--- src/hdl/ircfs_pkg.sv ---
// Package for the chat message field splitter.
// Holds the phase, field class and error codes and the result word type.
// No dependencies.
`default_nettype none

package ircfs_pkg;

  localparam int unsigned ByteW  = 8;
  localparam int unsigned ClassW = 3;
  localparam int unsigned ErrW   = 3;
  localparam int unsigned PhaseW = 4;

  // Parse phases.
  localparam logic [PhaseW-1:0] PH_START      = 4'd0;
  localparam logic [PhaseW-1:0] PH_TAGS       = 4'd1;
  localparam logic [PhaseW-1:0] PH_PREFIX     = 4'd2;
  localparam logic [PhaseW-1:0] PH_NICK_FIRST = 4'd3;
  localparam logic [PhaseW-1:0] PH_NICK       = 4'd4;
  localparam logic [PhaseW-1:0] PH_USER_FIRST = 4'd5;
  localparam logic [PhaseW-1:0] PH_USER       = 4'd6;
  localparam logic [PhaseW-1:0] PH_HOST_FIRST = 4'd7;
  localparam logic [PhaseW-1:0] PH_HOST       = 4'd8;
  localparam logic [PhaseW-1:0] PH_CMD_START  = 4'd9;
  localparam logic [PhaseW-1:0] PH_CMD_ALPHA  = 4'd10;
  localparam logic [PhaseW-1:0] PH_CMD_DIGIT  = 4'd11;
  localparam logic [PhaseW-1:0] PH_AFTER_CMD  = 4'd12;
  localparam logic [PhaseW-1:0] PH_PARAMS     = 4'd13;
  localparam logic [PhaseW-1:0] PH_EXPECT_LF  = 4'd14;
  localparam logic [PhaseW-1:0] PH_HALT       = 4'd15;

  // Field classes.
  localparam logic [ClassW-1:0] CL_TAGS   = 3'd0;
  localparam logic [ClassW-1:0] CL_NICK   = 3'd1;
  localparam logic [ClassW-1:0] CL_USER   = 3'd2;
  localparam logic [ClassW-1:0] CL_HOST   = 3'd3;
  localparam logic [ClassW-1:0] CL_CMD    = 3'd4;
  localparam logic [ClassW-1:0] CL_PARAMS = 3'd5;
  localparam logic [ClassW-1:0] CL_DELIM  = 3'd6;
  localparam logic [ClassW-1:0] CL_ERR    = 3'd7;

  // Message error codes.
  localparam logic [ErrW-1:0] ERR_NONE   = 3'd0;
  localparam logic [ErrW-1:0] ERR_TAGS   = 3'd1;
  localparam logic [ErrW-1:0] ERR_NICK   = 3'd2;
  localparam logic [ErrW-1:0] ERR_USER   = 3'd3;
  localparam logic [ErrW-1:0] ERR_HOST   = 3'd4;
  localparam logic [ErrW-1:0] ERR_PREFIX = 3'd5;
  localparam logic [ErrW-1:0] ERR_CMD    = 3'd6;
  localparam logic [ErrW-1:0] ERR_CRLF   = 3'd7;

  // Special characters.
  localparam logic [ByteW-1:0] CH_NUL   = 8'h00;
  localparam logic [ByteW-1:0] CH_LF    = 8'h0A;
  localparam logic [ByteW-1:0] CH_CR    = 8'h0D;
  localparam logic [ByteW-1:0] CH_SPACE = 8'h20;
  localparam logic [ByteW-1:0] CH_BANG  = 8'h21;
  localparam logic [ByteW-1:0] CH_COLON = 8'h3A;
  localparam logic [ByteW-1:0] CH_AT    = 8'h40;

  // One labelled output word.
  typedef struct packed {
    logic [ByteW-1:0]  data_byte;
    logic [ClassW-1:0] field_class;
    logic              msg_end;
    logic [ErrW-1:0]   msg_error;
  } result_t;

endpackage

`default_nettype wire

--- src/hdl/ircfs_classify.sv ---
// Combinational byte classifier and phase update for the field splitter.
// Depends on ircfs_pkg for codes and the result word type.
`default_nettype none

module ircfs_classify (
  input  logic [ircfs_pkg::ByteW-1:0]  byte_i,
  input  logic [ircfs_pkg::PhaseW-1:0] phase_i,
  input  logic                         cr_seen_i,
  input  logic [ircfs_pkg::ErrW-1:0]   first_err_i,
  output logic [ircfs_pkg::PhaseW-1:0] phase_o,
  output logic                         cr_seen_o,
  output logic [ircfs_pkg::ErrW-1:0]   first_err_o,
  output ircfs_pkg::result_t           result_o
);
  import ircfs_pkg::*;

  // Error raised when the string ends while in a given phase.
  function automatic logic [ErrW-1:0] end_error(input logic [PhaseW-1:0] ph);
    logic [ErrW-1:0] e;
    unique case (ph)
      PH_TAGS:                        e = ERR_TAGS;
      PH_NICK_FIRST:                  e = ERR_NICK;
      PH_USER_FIRST:                  e = ERR_USER;
      PH_HOST_FIRST:                  e = ERR_HOST;
      PH_NICK, PH_USER, PH_HOST:      e = ERR_PREFIX;
      PH_START, PH_PREFIX,
      PH_CMD_START:                   e = ERR_CMD;
      default:                        e = ERR_CRLF;
    endcase
    return e;
  endfunction

  logic is_letter, is_num, closing;
  logic [PhaseW-1:0] eff_ph, cls_ph;
  logic [ErrW-1:0]   cls_err;
  logic [ClassW-1:0] cls;

  assign is_letter = (byte_i >= 8'h41 && byte_i <= 8'h5A) ||
                     (byte_i >= 8'h61 && byte_i <= 8'h7A);
  assign is_num    = byte_i >= 8'h30 && byte_i <= 8'h39;
  assign closing   = (byte_i == CH_LF) && cr_seen_i;

  // Resolve phases that hand the byte on without consuming it.
  always_comb begin
    eff_ph = phase_i;
    if (eff_ph == PH_START && byte_i != CH_AT) eff_ph = PH_PREFIX;
    if (eff_ph == PH_PREFIX && byte_i != CH_COLON) eff_ph = PH_CMD_START;
    if (eff_ph == PH_CMD_ALPHA && !is_letter) eff_ph = PH_AFTER_CMD;
    if (eff_ph == PH_CMD_DIGIT && !is_num) eff_ph = PH_AFTER_CMD;
  end

  // Classify the byte in the resolved phase.
  always_comb begin
    cls_ph  = eff_ph;
    cls_err = first_err_i;
    cls     = CL_ERR;
    if (phase_i == PH_HALT) begin
      cls_ph = PH_HALT;
    end else if (byte_i == CH_NUL) begin
      cls_ph  = PH_HALT;
      cls_err = end_error(phase_i);
    end else begin
      unique case (eff_ph)
        PH_START: begin
          cls_ph = PH_TAGS;
          cls    = CL_DELIM;
        end
        PH_TAGS: begin
          if (byte_i == CH_SPACE) begin
            cls_ph = PH_PREFIX;
            cls    = CL_DELIM;
          end else begin
            cls = CL_TAGS;
          end
        end
        PH_PREFIX: begin
          cls_ph = PH_NICK_FIRST;
          cls    = CL_DELIM;
        end
        PH_NICK_FIRST: begin
          if (byte_i == CH_SPACE || byte_i == CH_BANG) begin
            cls_ph  = PH_HALT;
            cls_err = ERR_NICK;
          end else begin
            cls_ph = PH_NICK;
            cls    = CL_NICK;
          end
        end
        PH_NICK: begin
          cls = CL_DELIM;
          if (byte_i == CH_SPACE) cls_ph = PH_CMD_START;
          else if (byte_i == CH_BANG) cls_ph = PH_USER_FIRST;
          else cls = CL_NICK;
        end
        PH_USER_FIRST: begin
          if (byte_i == CH_SPACE || byte_i == CH_AT) begin
            cls_ph  = PH_HALT;
            cls_err = ERR_USER;
          end else begin
            cls_ph = PH_USER;
            cls    = CL_USER;
          end
        end
        PH_USER: begin
          cls = CL_DELIM;
          if (byte_i == CH_SPACE) cls_ph = PH_CMD_START;
          else if (byte_i == CH_AT) cls_ph = PH_HOST_FIRST;
          else cls = CL_USER;
        end
        PH_HOST_FIRST: begin
          if (byte_i == CH_SPACE) begin
            cls_ph  = PH_HALT;
            cls_err = ERR_HOST;
          end else begin
            cls_ph = PH_HOST;
            cls    = CL_HOST;
          end
        end
        PH_HOST: begin
          if (byte_i == CH_SPACE) begin
            cls_ph = PH_CMD_START;
            cls    = CL_DELIM;
          end else begin
            cls = CL_HOST;
          end
        end
        PH_CMD_START: begin
          if (is_letter) begin
            cls_ph = PH_CMD_ALPHA;
            cls    = CL_CMD;
          end else if (is_num) begin
            cls_ph = PH_CMD_DIGIT;
            cls    = CL_CMD;
          end else begin
            cls_ph  = PH_HALT;
            cls_err = ERR_CMD;
          end
        end
        PH_CMD_ALPHA, PH_CMD_DIGIT: begin
          // Only a byte that continues the run gets here.
          cls = CL_CMD;
        end
        PH_AFTER_CMD: begin
          cls = CL_DELIM;
          if (byte_i == CH_SPACE) begin
            cls_ph = PH_PARAMS;
          end else if (byte_i == CH_CR) begin
            cls_ph = PH_EXPECT_LF;
          end else begin
            cls_ph  = PH_HALT;
            cls_err = ERR_CRLF;
            cls     = CL_ERR;
          end
        end
        PH_PARAMS: begin
          if (byte_i == CH_CR) begin
            cls_ph = PH_EXPECT_LF;
            cls    = CL_DELIM;
          end else begin
            cls = CL_PARAMS;
          end
        end
        PH_EXPECT_LF: begin
          cls_ph = PH_HALT;
          if (byte_i == CH_LF) begin
            cls = CL_DELIM;
          end else begin
            cls_err = ERR_CRLF;
          end
        end
        default: begin
          cls_ph = PH_HALT;
        end
      endcase
    end
  end

  // A closing LF reports the message error and restarts the parse.
  always_comb begin
    result_o.data_byte   = byte_i;
    result_o.field_class = cls;
    result_o.msg_end     = closing;
    result_o.msg_error   = ERR_NONE;
    if (closing) begin
      result_o.msg_error = (cls_ph != PH_HALT) ? end_error(cls_ph) : cls_err;
      phase_o            = PH_START;
      first_err_o        = ERR_NONE;
      cr_seen_o          = 1'b0;
    end else begin
      phase_o     = cls_ph;
      first_err_o = cls_err;
      cr_seen_o   = (byte_i == CH_CR);
    end
  end

endmodule

`default_nettype wire

--- src/hdl/ircfs_out_stage.sv ---
// Result register of the field splitter with valid and ready toward the sink.
// Depends on ircfs_pkg for the result word type.
`default_nettype none

module ircfs_out_stage (
  input  logic               clk_i,
  input  logic               rst_ni,
  input  logic               valid_i,
  output logic               ready_o,
  input  ircfs_pkg::result_t result_i,
  output logic               valid_o,
  input  logic               ready_i,
  output ircfs_pkg::result_t result_o
);
  import ircfs_pkg::*;

  logic    valid_q;
  result_t result_q;

  // The register takes a word when empty or when its word leaves.
  assign ready_o  = !valid_q || ready_i;
  assign valid_o  = valid_q;
  assign result_o = result_q;

  always_ff @(posedge clk_i or negedge rst_ni) begin
    if (!rst_ni) begin
      valid_q <= 1'b0;
    end else if (ready_o) begin
      valid_q <= valid_i;
    end
  end

  // Payload needs no reset.
  always_ff @(posedge clk_i) begin
    if (ready_o && valid_i) begin
      result_q <= result_i;
    end
  end

endmodule

`default_nettype wire

--- src/hdl/irc_message_field_splitter.sv ---
// Chat message field splitter: labels each byte of a message line by field.
// Each accepted byte passes through the input register and then the result register;
// throughput is one byte per cycle while the output is not stalled, set by the combinational
// phase update between the input register and the result register.
// Stalls at the output back up word by word.
// Reset clears the phase to message start, the CR flag, the error and all valids.
`default_nettype none

module irc_message_field_splitter (
  input  logic                        clk_i,
  input  logic                        rst_ni,
  input  logic                        in_valid_i,
  output logic                        in_ready_o,
  input  logic [ircfs_pkg::ByteW-1:0]  byte_in_i,
  output logic                        out_valid_o,
  input  logic                        out_ready_i,
  output logic [ircfs_pkg::ByteW-1:0]  data_byte_o,
  output logic [ircfs_pkg::ClassW-1:0] field_class_o,
  output logic                        msg_end_o,
  output logic [ircfs_pkg::ErrW-1:0]   msg_error_o
);
  import ircfs_pkg::*;

  logic              in_valid_q;
  logic [ByteW-1:0]  byte_q;
  logic [PhaseW-1:0] phase_q, phase_d;
  logic              cr_seen_q, cr_seen_d;
  logic [ErrW-1:0]   err_q, err_d;
  logic              stage_ready, advance;
  result_t           res_d, res_out;

  assign advance    = in_valid_q && stage_ready;
  assign in_ready_o = !in_valid_q || stage_ready;

  // Input register.
  always_ff @(posedge clk_i or negedge rst_ni) begin
    if (!rst_ni) begin
      in_valid_q <= 1'b0;
    end else if (in_ready_o) begin
      in_valid_q <= in_valid_i;
    end
  end

  always_ff @(posedge clk_i) begin
    if (in_ready_o && in_valid_i) begin
      byte_q <= byte_in_i;
    end
  end

  // Parse state moves on as each word passes into the result register.
  always_ff @(posedge clk_i or negedge rst_ni) begin
    if (!rst_ni) begin
      phase_q   <= PH_START;
      cr_seen_q <= 1'b0;
      err_q     <= ERR_NONE;
    end else if (advance) begin
      phase_q   <= phase_d;
      cr_seen_q <= cr_seen_d;
      err_q     <= err_d;
    end
  end

  ircfs_classify u_classify (
    .byte_i      (byte_q),
    .phase_i     (phase_q),
    .cr_seen_i   (cr_seen_q),
    .first_err_i (err_q),
    .phase_o     (phase_d),
    .cr_seen_o   (cr_seen_d),
    .first_err_o (err_d),
    .result_o    (res_d)
  );

  ircfs_out_stage u_out_stage (
    .clk_i    (clk_i),
    .rst_ni   (rst_ni),
    .valid_i  (in_valid_q),
    .ready_o  (stage_ready),
    .result_i (res_d),
    .valid_o  (out_valid_o),
    .ready_i  (out_ready_i),
    .result_o (res_out)
  );

  assign data_byte_o   = res_out.data_byte;
  assign field_class_o = res_out.field_class;
  assign msg_end_o     = res_out.msg_end;
  assign msg_error_o   = res_out.msg_error;

  // An error code is only reported with the end of a message.
  assert property (@(posedge clk_i) disable iff (!rst_ni)
    out_valid_o && !msg_end_o |-> msg_error_o == ERR_NONE)
    else $error("error code outside end of message");

  // A closing word restarts the parse with a clean error.
  assert property (@(posedge clk_i) disable iff (!rst_ni)
    advance && res_d.msg_end |=> phase_q == PH_START && err_q == ERR_NONE && !cr_seen_q)
    else $error("parse state not restarted after message end");

  // An error-class word that does not close the message leaves the parser halted.
  assert property (@(posedge clk_i) disable iff (!rst_ni)
    advance && res_d.field_class == CL_ERR && !res_d.msg_end |=> phase_q == PH_HALT)
    else $error("parser not halted after error");

  // Input is held back only while a word sits in the input register.
  assert property (@(posedge clk_i) disable iff (!rst_ni)
    !in_ready_o |-> in_valid_q && out_valid_o && !out_ready_i)
    else $error("input stalled without cause");

endmodule

`default_nettype wire
--- config.mk ---
export PLATFORM = sky130hd
export DESIGN_NAME = irc_message_field_splitter
export DESIGN_NICKNAME = d
export VERILOG_FILES = /design/src/hdl/ircfs_pkg.sv /design/src/hdl/ircfs_classify.sv /design/src/hdl/ircfs_out_stage.sv /design/src/hdl/irc_message_field_splitter.sv
export SDC_FILE = /design/constraint.sdc
export NUM_CORES = 1
export LEC_CHECK = 0
export BUFFER_PORTS_ARGS = -buffer_cell sky130_fd_sc_hd__buf_2
export CORE_MARGIN = 2
export CORE_UTILIZATION = 35
export DETAILED_ROUTE_END_ITERATION = 6
export MAX_ROUTING_LAYER = met4
export SKIP_LAST_GASP = 1
export SLEW_MARGIN = 15
export SYNTH_ARGS = -nofsm -noshare
export SYNTH_HDL_FRONTEND = slang
export SYNTH_HIERARCHICAL = 1
export SYNTH_SLANG_ARGS = --single-unit
--- constraint.sdc ---
create_clock -name clk_i -period 4.05 [get_ports clk_i]
set_input_delay 0.405 -clock clk_i [delete_from_list [all_inputs] [get_ports clk_i]]
set_output_delay 0.405 -clock clk_i [all_outputs]
set_load 0.02 [all_outputs]
==> flow_summary_export.csv, run 1 <==
group,metric,value,unit
route,ant_nets,0,
floorplanning,pin_count,29,
route,via_count,2301,
floorplanning,initial_core_util,0.3630,
yosys,syn_nets,274,
outcome,status,"completed",
clock_network,cts_resized,0,
job,cap_violations,0,
finish,final_common_cell,"buf_2",
worst_setup_path,ff2ff_setup_slack,540,ps
yosys,async_flop_share,0.3030,
finish,final_layout_size_suffix_gt1_frac,0.2624,
route,finalWirelength,6774,µm
yosys,synth_edf_count,23,
finish,utilization,0.4051,
power,leakagePower,0.9732,nW
route,drt_iter0_drc,438,
sta,finalCritPeriodShare,0.8676,
worst_setup_path,crit_path_end_kind,"register",
worst_setup_path,critPathLaunchType,"register",
route,drtPass1Iterations,5,
global_routing,overflow,0,
sta,worstMarginPinSlew,690.3,ps
sta,fmax,284.6,MHz
worst_setup_path,ff2ff_path_depth,10,
route,via_per_inst,6.087,
finish,fin_nets,293,
sta,final-setup-viol-count,0,
sta,whs,287.7,ps
floorplanning,coreArea,0.006832,mm²
global_routing,met2_usage,0.2775,
clock_network,htreeDepth,2,
global_routing,top_usage_layer,"met2",
finish,areaGrowthSynthToFinish,11.60,%
global_routing,grt_use_met3,0.03676,
worst_setup_path,critPathArrivalTime,3540,ps
worst_setup_path,crit_required,4080,ps
floorplanning,die_h,88.18,µm
clock_network,cts.sinks,33,
clock_network,clock_path_buffers,2,
worst_setup_path,cp_max_fo,11,
finish,final_area,0.002768,mm²
power,ir_drop,0.0001401,V
clock_network,clkTransAtPathRegs,70,ps
sta,period_minus_slack,3514,ps
yosys,ys_warn_count,6,
finish,nFillCells,704,
global_routing,grt_max_degree,19,
hold_path,hold_class,"in2reg",
floorplanning,die_x,88.18,µm
placement,dp_hpwl,5010,µm
placement,place.gp.congestion,0.9834,
global_routing,met1_usage,0.2657,
sta,finalSetupTns,0,ps
finish,multi_input_area,0.001390,mm²
sta,rsz0062_at_grt,"false",
clock_network,post_cts_buffers,0,
route,avgRoutedWirePerCell,17.92,µm
global_routing,antenna_found_initial,0,
sta,clock_skew,8.097,ps
worst_setup_path,r2r-start,"phase_q[3]$_DFFE_PN0P_",
finish,antenna_cells,0,
worst_setup_path,r2r-end,"u_out_stage/result_o[2]$_DFFE_PP_",
route,drcViolationCount,0,
sta,finalHoldViolations,0,
clock_network,clock_latency,290,ps
yosys,synth_area_per_cell,9.465,µm²
hold_path,hold_depth,1,
floorplanning,die_area,0.007775,mm²
global_routing,grt_pass1_vias,2052,
clock_network,cts_inserted_buffers,5,
global_routing,grt_use_total,0.1899,
hold_path,hold_start,"byte_in_i[0]",
hold_path,whs_endpoint,"byte_q[0]$_DFFE_PP_",
sta,maxSlewViolCount,0,
clock_network,cts_tree,"done",
placement,portBuffers,28,
yosys,ys_seq_area_frac,0.3794,
yosys,syn_area,0.002480,mm²
clock_network,clk_root_buffer_cell,"clkbuf_8",
worst_setup_path,worstSetupPathType,"reg2reg",
placement,place_area,0.002648,mm²
power,power_density,298.1,mW/mm²
finish,layout_common_cells,"28 x buf_2, 25 x nor2_1, 23 x edfxtp_1, 19 x nand2_1, 14 x a21oi_1",
power,total_power,0.8251,mW
yosys,synth_seq_cells,33,
floorplanning,num_rows,30,
finish,ff_latch_area,940.9,µm²
global_routing,grt_pass1_wl,10940,µm
yosys,synth_cell_types,75,
sta,relSlewSlack,0.5356,
yosys,syn_inst,262,
yosys,synth_ff_type,"edfxtp_1",
==> layer usage <==
metal,vias up,wire length [µm]
met3,15,614
met5,-,0
li1,1051,-
met4,0,120
met1,1102,2953
met2,133,3086
==> Yosys cell counts (6+ instances only) <==
library cell	count	area [µm²]
a31oi_1	10	62.56
buf_4	9	67.56
inv_1	6	22.52
nor2_1	25	93.84
clkbuf_1	8	30.03
nor2b_1	6	37.54
nand2_1	19	71.32
mux2_2	8	90.09
a21oi_1	14	70.07
edfxtp_1	23	690.7
o21ai_0	13	65.06
and2_1	7	43.79
dfrtp_1	10	250.2
nand3_1	10	50.05
==> per-stage QoR <==
stage / worst slack (ps) / cells
floorplan: 1177 / 262
CTS: 724.3 / 378
detailed placement: 763.1 / 369
global placement: 704.9 / 369
finish: 536.2 / 378
global route: 440.0 / 378
==> worst max-delay path by stage <==
stage,slack [ps],startpoint,end
after global placement,700,phase_q[3]$_DFFE_PN0P_,u_out_stage/result_o[2]$_DFFE_PP_
after global routing,440,phase_q[3]$_DFFE_PN0P_,u_out_stage/result_o[2]$_DFFE_PP_
after floorplan,1180,byte_q[0]$_DFFE_PP_,u_out_stage/result_o[2]$_DFFE_PP_
after CTS,720,phase_q[3]$_DFFE_PN0P_,u_out_stage/result_o[2]$_DFFE_PP_
final,540,phase_q[3]$_DFFE_PN0P_,u_out_stage/result_o[2]$_DFFE_PP_
after detailed placement,760,phase_q[3]$_DFFE_PN0P_,u_out_stage/result_o[2]$_DFFE_PP_
==> worst max-delay path, cell delays in order, from the launching register on <==
cell and delay, ps:
dfrtp_1 600, buf_4 260, nor2b_1 510, nand3_1 160
o22ai_1 580, o31a_1 230, a211oi_1 60, nand4b_2 290
a21boi_1 240, nor3b_1 250, a311oi_2 70
==> cell families (layout without fill, tap and decap cells) <==
kind of cell,count (synthesis),in the layout,synth area share
simple gates,105,105,0.2543
compound gates,86,86,0.2624
flops,33,33,0.3794
buf+inv,28,48,0.06004
mux,9,9,0.04036
xor+xnor,1,1,0.003532
==> report_power, final <==
part	switching [mW]	internal (mW)
clock network	0.131	0.181
registers	0.0221	0.389
logic	0.0596	0.0420
total	0.213	0.612
==> flip-flops by register name (all words and copies together) (netlist names) <==
| signal | count |
|---|---|
| err_q | 3 |
| cr_seen_q | 1 |
| in_valid_q | 1 |
| u_out_stage/result_o | 15 |
| byte_q | 8 |
| phase_q | 4 |
| u_out_stage/valid_o | 1 |
==> final cells by class <==
type | instances | share of cell area
clock inverters | 3 | 0.01492
clock buffers | 5 | 0.02486
well taps | 96 | 0.04340
repair buffers | 33 | 0.06510
flip-flops and latches | 33 | 0.3400
multi-input cells | 201 | 0.5023
inverters | 7 | 0.009494
==> what timing repair did <==
action	CTS	global route
hold endpoints to repair	10	0
endpoints found under the setup margin	0	0
hold buffers	1	0
(Power assumes the default switching activity.)
==> run 2: changes to the inputs <==
==> constraint.sdc (replaced) <==
create_clock -name clk_i -period 3.6 [get_ports clk_i]
set_input_delay 0.36 -clock clk_i [delete_from_list [all_inputs] [get_ports clk_i]]
set_output_delay 0.36 -clock clk_i [all_outputs]
set_load 0.02 [all_outputs]
==> run 2 against run 1 <==
Effect of this change: final cell count is 2.4% higher; total power is 3.8% higher; register-to-register slack worse by 250 ps; routed wire length hardly changed; clock power is 12% lower; flip-flop and latch count stayed put; critical path type unchanged; non-clock buffer count is 9 higher; die area stayed put; clock-buffer cell count is 1 higher; largest cell class unchanged; utilization is 0.59 points higher; final area is 1.4% higher; critical path depth is 1 lower.
==> flow_summary_export.csv, run 2 (same netlist as run 1, synthesis figures left out) <==
group,metric,value,unit
route,finalWirelength,6773,µm
placement,place_area,0.002715,mm²
finish,final_area,0.002808,mm²
floorplanning,initial_core_util,0.3630,
placement,dp_cells,378,
floorplanning,die_area,0.007775,mm²
route,via_count,2320,
placement,dp_hpwl,4984,µm
clock_network,clock_path_buffers,2,
sta,final-setup-viol-count,0,
clock_network,cts_inserted_buffers,5,
worst_setup_path,cp_max_fo,12,
floorplanning,die_x,88.18,µm
outcome,status,"completed",
route,ant_nets,0,
worst_setup_path,critPathArrivalTime,3420,ps
worst_setup_path,ff2ff_path_depth,9,
route,drcViolationCount,0,
worst_setup_path,crit_path_end_kind,"register",
hold_path,hold_depth,1,
route,drt_iter0_drc,408,
sta,period_minus_slack,3309,ps
power,power_frac_comb,0.139,
finish,final_common_cell,"buf_2",
finish,utilization,0.4110,
floorplanning,coreArea,0.006832,mm²
power,leakagePower,1.012,nW
power,p_int,0.6209,mW
placement,portBuffers,28,
worst_setup_path,critPathLaunchType,"register",
sta,fmax,302.2,MHz
sta,rsz0062_at_grt,"false",
power,seqPwrFrac,0.538,
finish,layout_common_cells,"28 x buf_2, 25 x nor2_1, 23 x edfxtp_1, 19 x nand2_1, 14 x a21oi_1",
global_routing,grt_max_degree,24,
finish,largest_reg_flops,15,
global_routing,grt_pass1_vias,2169,
global_routing,overflow,0,
finish,final_layout_size_suffix_gt1_frac,0.2852,
sta,relSlewSlack,0.6140,
clock_network,clkTransAtPathRegs,70,ps
power,ir_drop,0.0001412,V
floorplanning,pin_count,29,
route,avgRoutedWirePerCell,17.50,µm
finish,fin_nets,302,
clock_network,cts_tree,"done",
worst_setup_path,worstSetupPathType,"reg2reg",
worst_setup_path,crit_required,3710,ps
power,swShare,0.2751,
sta,maxSlewViolCount,0,
power,clkPwrFrac,0.323,
worst_setup_path,crit_chain,"or4_4 > o221ai_2 > o22ai_1 > a311oi_1 > o21ai_0 > a211oi_2 > and2_1 > nor2_1 > a311oi_2",
clock_network,clock_latency,290,ps
global_routing,grt_pass1_wl,10930,µm
route,via_per_inst,5.995,
floorplanning,num_rows,30,
power,power_density,305.1,mW/mm²
clock_network,cts.sinks,33,
power,power_switching,0.2357,mW
sta,finalHoldViolations,0,
sta,worstMarginPinSlew,579.0,ps
job,cap_violations,0,
sta,finalCritPeriodShare,0.9192,
global_routing,antenna_found_initial,0,
finish,fin_cells,387,
clock_network,cts_resized,0,
finish,antenna_cells,0,
worst_setup_path,cpPeakStageDelay,690,ps
clock_network,post_cts_buffers,0,
sta,clock_skew,4.102,ps
clock_network,postCtsHoldBufs,1,
global_routing,grt_use_total,0.1888,
finish,areaGrowthSynthToFinish,13.22,%
placement,place.gp.congestion,0.9506,
route,drtPass1Iterations,6,
hold_path,hold_class,"in2reg",
sta,finalSetupTns,0,ps
clock_network,clk_root_buffer_cell,"clkbuf_8",
worst_setup_path,crit_slowest_cell,"or4_4",
floorplanning,die_h,88.18,µm
clock_network,htreeDepth,2,
run 2: changes by cell type in the layout (fill, tap and decap cells not counted):
| cell | delta |
|---|---|
| buf_4 | +9 |
| bufinv_16 | -1 |
| clkbuf_1 | +1 |
| clkinv_1 | -1 |
| clkinv_2 | +2 |
| clkinvlp_4 | -1 |
run 2: worst max-delay path: cells and delay by family, from the launching register on:
family	cells	cell delay [ps]
DFF	1	480
AOI/OAI and AO/OA	6	1590
and+or+nand+nor	3	1040
run 2: final timing paths:
kind	slack [ps]	start	end
max	290	byte_q[0]$_DFFE_PP_	u_out_stage/result_o[2]$_DFFE_PP_
min reg2reg	520	cr_seen_q$_DFFE_PN0P_	cr_seen_q$_DFFE_PN0P_
max in group asynchronous	2940	rst_ni	phase_q[2]$_DFFE_PN0P_
max reg2reg	290	byte_q[0]$_DFFE_PP_	u_out_stage/result_o[2]$_DFFE_PP_
min	250	byte_in_i[6]	byte_q[6]$_DFFE_PP_
min in group asynchronous	460	rst_ni	phase_q[1]$_DFFE_PN0P_
run 2: metal layers:
| metal | global-route usage | wire length [µm] |
|---|---|---|
| met5 | - | 0 |
| met4 | 0.08815 | 272 |
| met1 | 0.2427 | 2928 |
| met2 | 0.2782 | 3002 |
| met3 | 0.04713 | 569 |
run 2: through the flow:
stage          hold slack (ps)  setup WS [ps]  power (mW)
2_1_floorplan            64.41          726.9      0.5503
5_1_grt                  235.6          158.8      0.8978
6_report                 246.9          290.8      0.8566
3_5_place_dp             236.7          372.1      0.5867
3_3_place_gp             237.1          335.8      0.5841
4_1_cts                  241.3          352.5      0.8645
run 2: area by class of cell:
type,count,area (µm²)
fillers,708,4024
multi-input cells,201,1390
clock buffers,6,72.57
inverters,7,26.28
repair buffers,42,247.7
well taps,96,120.1
clock inverters,2,10.01
flip-flops and latches,33,940.9
run 2: power groups by stage:
stage	clock network (mW)	registers (mW)	logic (mW)
global route	0.303	0.464	0.131
CTS	0.285	0.461	0.118
global placement	0	0.467	0.117
floorplan	0	0.477	0.0733
finish	0.276	0.461	0.119
detailed placement	0	0.469	0.118
